--- config.mk ---
export PLATFORM = sky130hd
export DESIGN_NAME = ttce_ctrl
export DESIGN_NICKNAME = d
export VERILOG_FILES = /design/src/hdl/ttce_pkg.sv /design/src/hdl/ttce_ctrl.sv
export SDC_FILE = /design/constraint.sdc
export NUM_CORES = 1
export LEC_CHECK = 0
export BUFFER_PORTS_ARGS = -buffer_cell sky130_fd_sc_hd__buf_2
export CAP_MARGIN = 15
export CORE_AREA = 2 2 39 41
export CTS_BUF_LIST = sky130_fd_sc_hd__clkbuf_2
export CTS_CLUSTER_DIAMETER = 150
export DETAILED_ROUTE_END_ITERATION = 12
export DIE_AREA = 0 0 41 43
export PLACE_DENSITY = 0.67
export SKIP_CTS_REPAIR_TIMING = 1
export SYNTH_ARGS = -nofsm -noshare
export SYNTH_HDL_FRONTEND = slang
export SYNTH_SLANG_ARGS = --single-unit
--- constraint.sdc ---
create_clock -name clk -period 1.85 [get_ports clk]
set_input_delay 0.185 -clock clk [delete_from_list [all_inputs] [get_ports clk]]
set_output_delay 0.185 -clock clk [all_outputs]
set_load 0.05 [all_outputs]
--- src/hdl/ttce_pkg.sv ---
// Package for the two-thread execute block: opcodes, action, error, flag and jump codes, sizes, control structs.
// No dependencies.
`timescale 1ns / 1ps
package ttce_pkg;
    localparam int DATA_DEPTH_DEF = 256;
    localparam int WORD_WIDTH_DEF = 16;
    localparam int NUM_REGS = 8;
    localparam int MEM_BASE = 16384;

    typedef enum logic [3:0] {
        OP_HALT = 4'd0, OP_MOV = 4'd1, OP_ADD = 4'd2, OP_SUB = 4'd3,
        OP_MUL = 4'd4, OP_DIV = 4'd5, OP_AND = 4'd6, OP_OR = 4'd7,
        OP_NOT = 4'd8, OP_CMP = 4'd9, OP_JMP = 4'd10, OP_IN = 4'd11,
        OP_OUT = 4'd12, OP_LOCK = 4'd13, OP_UNLOCK = 4'd14, OP_SLEEP = 4'd15
    } op_t;

    localparam logic [2:0] ACT_NONE = 3'd0;
    localparam logic [2:0] ACT_PRINT = 3'd1;
    localparam logic [2:0] ACT_LOCK = 3'd2;
    localparam logic [2:0] ACT_UNLOCK = 3'd3;
    localparam logic [2:0] ACT_SLEEP = 3'd4;
    localparam logic [2:0] ACT_HALT = 3'd5;

    localparam logic [1:0] ERR_NONE = 2'd0;
    localparam logic [1:0] ERR_DIV0 = 2'd1;
    localparam logic [1:0] ERR_ADDR = 2'd2;

    localparam logic [1:0] FLAG_EQ = 2'd0;
    localparam logic [1:0] FLAG_GT = 2'd1;
    localparam logic [1:0] FLAG_LT = 2'd2;

    localparam logic [3:0] JC_ALWAYS = 4'd0;
    localparam logic [3:0] JC_EQ = 4'd1;
    localparam logic [3:0] JC_GT = 4'd2;

    localparam logic [3:0] SRC_IMM = 4'd0;
    localparam logic [3:0] SRC_LOAD_MIN = 4'd5;

    typedef struct packed {
        logic load;     // capture input item, read registers
        logic addr;     // compute memory address, issue read
        logic exec;     // evaluate operation
        logic div_start;
        logic commit;   // write back, update thread state
    } ttce_cmd_t;

    typedef struct packed {
        logic div_busy;
        logic is_div;
    } ttce_sts_t;
endpackage

--- src/hdl/ttce_ctrl.sv ---
// Controller: sequences one item through read, address, memory, execute, divide wait, commit, output.
// Depends on ttce_pkg.
`timescale 1ns / 1ps
module ttce_ctrl (
    input  logic               clk,
    input  logic               rst_n,
    input  logic               in_valid,
    output logic               in_ready,
    output logic               out_valid,
    input  logic               out_ready,
    input  logic               clr_busy,
    input  ttce_pkg::ttce_sts_t sts,
    output ttce_pkg::ttce_cmd_t cmd
);
    import ttce_pkg::*;
    typedef enum logic [7:0] {
        S_IDLE = 8'b00000001, S_READ = 8'b00000010, S_ADDR = 8'b00000100,
        S_MEM = 8'b00001000, S_EXEC = 8'b00010000, S_DIV = 8'b00100000,
        S_COMMIT = 8'b01000000, S_OUT = 8'b10000000
    } state_t;
    state_t state_reg, state_next;
    logic   divw_reg, divw_next;

    assign in_ready = (state_reg == S_IDLE) && !clr_busy;
    assign out_valid = (state_reg == S_OUT);

    always_comb
    begin
        state_next = state_reg;
        divw_next = divw_reg;
        cmd = '0;
        unique case (state_reg)
            S_IDLE:
            begin
                if (in_valid && !clr_busy)
                begin
                    cmd.load = 1'b1;
                    state_next = S_READ;
                end
            end
            S_READ: state_next = S_ADDR;
            S_ADDR:
            begin
                cmd.addr = 1'b1;
                state_next = S_MEM;
            end
            S_MEM: state_next = S_EXEC;
            S_EXEC:
            begin
                cmd.exec = 1'b1;
                cmd.div_start = sts.is_div;
                divw_next = sts.is_div;
                state_next = sts.is_div ? S_DIV : S_COMMIT;
            end
            S_DIV:
            begin
                divw_next = 1'b0;
                if (!divw_reg && !sts.div_busy)
                begin
                    state_next = S_COMMIT;
                end
            end
            S_COMMIT:
            begin
                state_next = S_OUT;
            end
            S_OUT:
            begin
                // result fields are live from registers; commit on handshake
                if (out_ready)
                begin
                    cmd.commit = 1'b1;
                    state_next = S_IDLE;
                end
            end
            default: state_next = S_IDLE;
        endcase
    end

    always_ff @(posedge clk or negedge rst_n)
    begin
        if (!rst_n)
        begin
            state_reg <= S_IDLE;
            divw_reg <= 1'b0;
        end
        else
        begin
            state_reg <= state_next;
            divw_reg <= divw_next;
        end
    end
endmodule

After elaboration in Yosys (flattened, before gate mapping)
Index checks and enable logic that the tools add are counted.
- equality and inequality tests: 11
- multiplexer cells: 12
- reductions and logical operators: 8
- operators by type and width (operator ; count):
    $pmux 8 s8 ; 1
    $mux 8 ; 3
    $eq 8x1->1 const B ; 1
    $eq 8x2->1 const B ; 1
    $eq 8x3->1 const B ; 1
    $eq 8x4->1 const B ; 1
    $eq 8x5->1 const B ; 1
    $eq 8x6->1 const B ; 1
    $eq 8x7->1 const B ; 1
    $eq 8x8->1 const B ; 1
    $mux 7 ; 1
    $mux 1 ; 5
    $ne 2x1->1 const B ; 2
    $logic_and 1x1->1 ; 3
    $logic_not 1->1 ; 3
    $reduce_and 3->1 ; 1
    $mux 2 ; 1
    $ne 2x2->1 const B ; 1
    $pmux 1 s2 ; 1
    $reduce_bool 2->1 ; 1
- flip-flop bits (word level): 9
- input bits: 7
- output and inout bits: 7
- word-level logic and storage cells: 33

Longest topological paths before layout
- depth in word-level cells: 4
- depth in mapped cells: 6
- depth with buffers taken out: 5

Worst setup path after synthesis
Ideal clock, no wire load.
- kind: reg-to-output
- start: register state_reg[3]
- end: output cmd[0] (netlist name)
- data arrival time: 1.944 ns
- data required time: 1.665 ns
- path slack: -0.279 ns
- cell stages (with the launch flop): 5
- buffers on the path: 0
- cell sequence: dfrtp_1 > or3_4 > nor3_4 > and3_1 > and2_1
- RTL lines (what ; line ; text):
    from (decl) ; ttce_ctrl.sv:21 ; state_t state_reg, state_next;
    from (signal assigned) ; ttce_ctrl.sv:89 ; state_reg <= state_next;
    to (decl) ; ttce_ctrl.sv:13 ; output ttce_pkg::ttce_cmd_t cmd

==> qor.txt <==
Outcome -> finished with violations
Failing checks -> setup timing
Worst-Skew Late Latency -> 0.25 ns
Most frequent cells in the layout -> nor2_1 (9), dfrtp_1 (7), buf_2 (6), buf_4 (5)
Total grt overflow -> 0
Worst setup margin -> -0.120 ns
Post-Syn Area -> 573 µm²
Clk root buf -> clkbuf_2
Worst r2r src -> state_reg[3]
Drt drc -> 0
Power density over cell area -> 925 nW/µm²
Initial Util -> 41.4%
Fin. Hold Viols -> 0
Via count -> 539
Post-Route Skew -> 0.0140 ns
Worst path required time -> 1.66 ns
CP max FO -> 6
Cells after synthesis -> 67
Slowest cell on crit path -> or3_4
Layout cells sized above 1 -> 38.8%
Post-route cell area -> 772 µm²
Final Cycle Share -> 107%
Average wire per standard cell -> 12.8 µm
Crit path largest cell delay -> 0.44 ns
Period minus WS final -> 1.97 ns
Final net count -> 93
Worst-margin pin slew -> 0.347 ns
Core footprint -> 1380 µm²
Placed Area -> 659 µm²
Initial DRC Count -> 17
Reg2reg setup slack -> 0.20 ns
Final setup violation count -> 7
Rows -> 14
Number of I/O pins -> 14
CTS buffer count -> 3
CP Launch Type -> flip-flop
Area growth, synth to finish -> 34.7%
CP arrival -> 1.79 ns
DIE HEIGHT -> 43 µm
Sequential-to-total area share from yosys stat -> 39.5%
Synthesized area per cell -> 8.55 µm²
VDD IR-drop max -> 0.000750 V
Fin. max-slew vios -> 0
Power, Total -> 0.714 mW
Commonest non-fill, non-tap cell in the layout -> nor2_1
Clock Path Buffers -> 2
Max-Cap Viols -> 0
Max-slew headroom -> 76.9%
CTS tree -> yes
Worst setup path end -> cmd[1]
Worst hold path class -> primary input to flip-flop
R2R Path End -> divw_reg
Crit-path cells -> or3_4 -> nor3_4 -> buf_4 -> nand2b_4 -> nor2_2 -> buf_6
Fmax -> 508 MHz
Clock sinks -> 9
First-pass GRT wire length -> 1990 µm
Crit. End Element -> output port
Dpl hpwl -> 877 µm
Die ar. -> 1760 µm²
Global placer's final weighted congestion -> 0.826
Clock Pin Slew Worst Setup and Hold Paths -> 0.10 ns
WL final -> 1290 µm
H-tree levels -> 1
Total Routing Usage GR -> 17.3%
Via density -> 5.34
Lkg Pwr -> 0.347 nW
Pre-antenna DRT Iters -> 4
Post-Route Setup TNS -> -0.548 ns
Crit path from -> state_reg[3]
Ant. Diodes -> 0
Via count of the first global-routing pass -> 481
ANT nets after route -> 0
Worst-case reg-to-reg path depth -> 6
Initial antenna violation count -> 0
Buffers on Ports -> 13
Largest net degree at the start of global routing -> 10
RSZ-0062 raised after global routing -> yes
Yosys warnings -> 0
#FFs+latches synth -> 9
Die W -> 41 µm
Netlist cell types -> 32
Crit path kind -> flip-flop to output port
Syn Nets -> 74
Max FFs per register -> 8
==> metrics by stage <==
| stage | hold slack (ns) | utilization, % | std cells | worst slack, ns |
|---|---|---|---|---|
| 5_1_grt | 0.250 | 55.8 | 101 | -0.215 |
| 2_1_floorplan | -0.111 | - | 67 | -0.156 |
| 3_3_place_gp | 0.0444 | 47.6 | 94 | 0.108 |
| 4_1_cts | -0.234 | 49.1 | 98 | -0.238 |
| 3_5_place_dp | 0.0458 | 47.6 | 94 | 0.0689 |
| 6_report | 0.234 | 55.8 | 101 | -0.120 |
==> how the worst min path moves through the flow <==
stage	from	end	slack, ns	cells past startpoint
2_1_floorplan	rst_n	divw_reg	-0.11	0
3_3_place_gp	rst_n	state_reg[3]	0.04	1
3_5_place_dp	rst_n	state_reg[4]	0.05	1
4_1_cts	rst_n	state_reg[4]	-0.23	1
5_1_grt	sts[0]	state_reg[6]	0.25	4
6_report	in_valid	state_reg[1]	0.23	3
==> layer usage <==
metal  part of all wire [%]  vias to the layer above  GRT usage (%)  routed length (µm)
met3                    3.0                        2           3.14                  39
li1                       -                      275              -                   -
met5                      0                        -              0                   0
met4                   0.93                        0           12.0                  12
met1                     47                      252           23.9                 611
met2                     49                       10           23.4                 625
==> power breakdown <==
part           switching [mW]  internal [mW]
Clock                  0.0692         0.0574
Combinational           0.185          0.138
Sequential             0.0390          0.225
==> cells in the mapped netlist (all sizes together) <==
library cell | n | area, µm²
nor4b | 1 | 8.76
nor4 | 5 | 37.5
and3 | 1 | 6.26
o22ai | 1 | 6.26
clkbuf | 2 | 8.75
nor3 | 2 | 21.3
dfstp | 1 | 26.3
a21oi | 4 | 20.0
nand2 | 4 | 15.0
mux2i | 1 | 10.0
inv | 2 | 7.51
nor2b | 2 | 12.5
and2 | 1 | 6.26
a41oi | 1 | 8.76
nand3 | 1 | 5.00
o22a | 1 | 8.76
a211oi | 1 | 7.51
or3 | 2 | 17.5
dfrtp | 8 | 200
nor2 | 12 | 45.0
o21ai | 3 | 15.0
xor2 | 1 | 8.76
nand2b | 4 | 27.5
nor3b | 3 | 22.5
or2b | 1 | 7.51
buf | 2 | 12.5
==> worst max-delay path: cells and delay by family (launching register included) <==
| family | cells | cell delay [ns] |
|---|---|---|
| buffers and inverters | 2 | 0.31 |
| DFF | 1 | 0.43 |
| and+or+nand+nor | 4 | 0.80 |
==> logic make-up after synthesis <==
group	synth area share, %
compound gates	11.6
flops	39.5
mux	1.75
simple gates	40.6
buf+inv	5.02
xor+xnor	1.53
==> cell type report <==
type / instances / area (µm²)
Sequential cell: 9 / 228
Clock buffer: 4 / 20.0
Multi-Input combinational cell: 52 / 352
Inverter: 2 / 7.51
Tap cell: 16 / 20.0
Timing Repair Buffer: 18 / 145
Fill cell: 121 / 612
(Power assumes the default switching activity.)
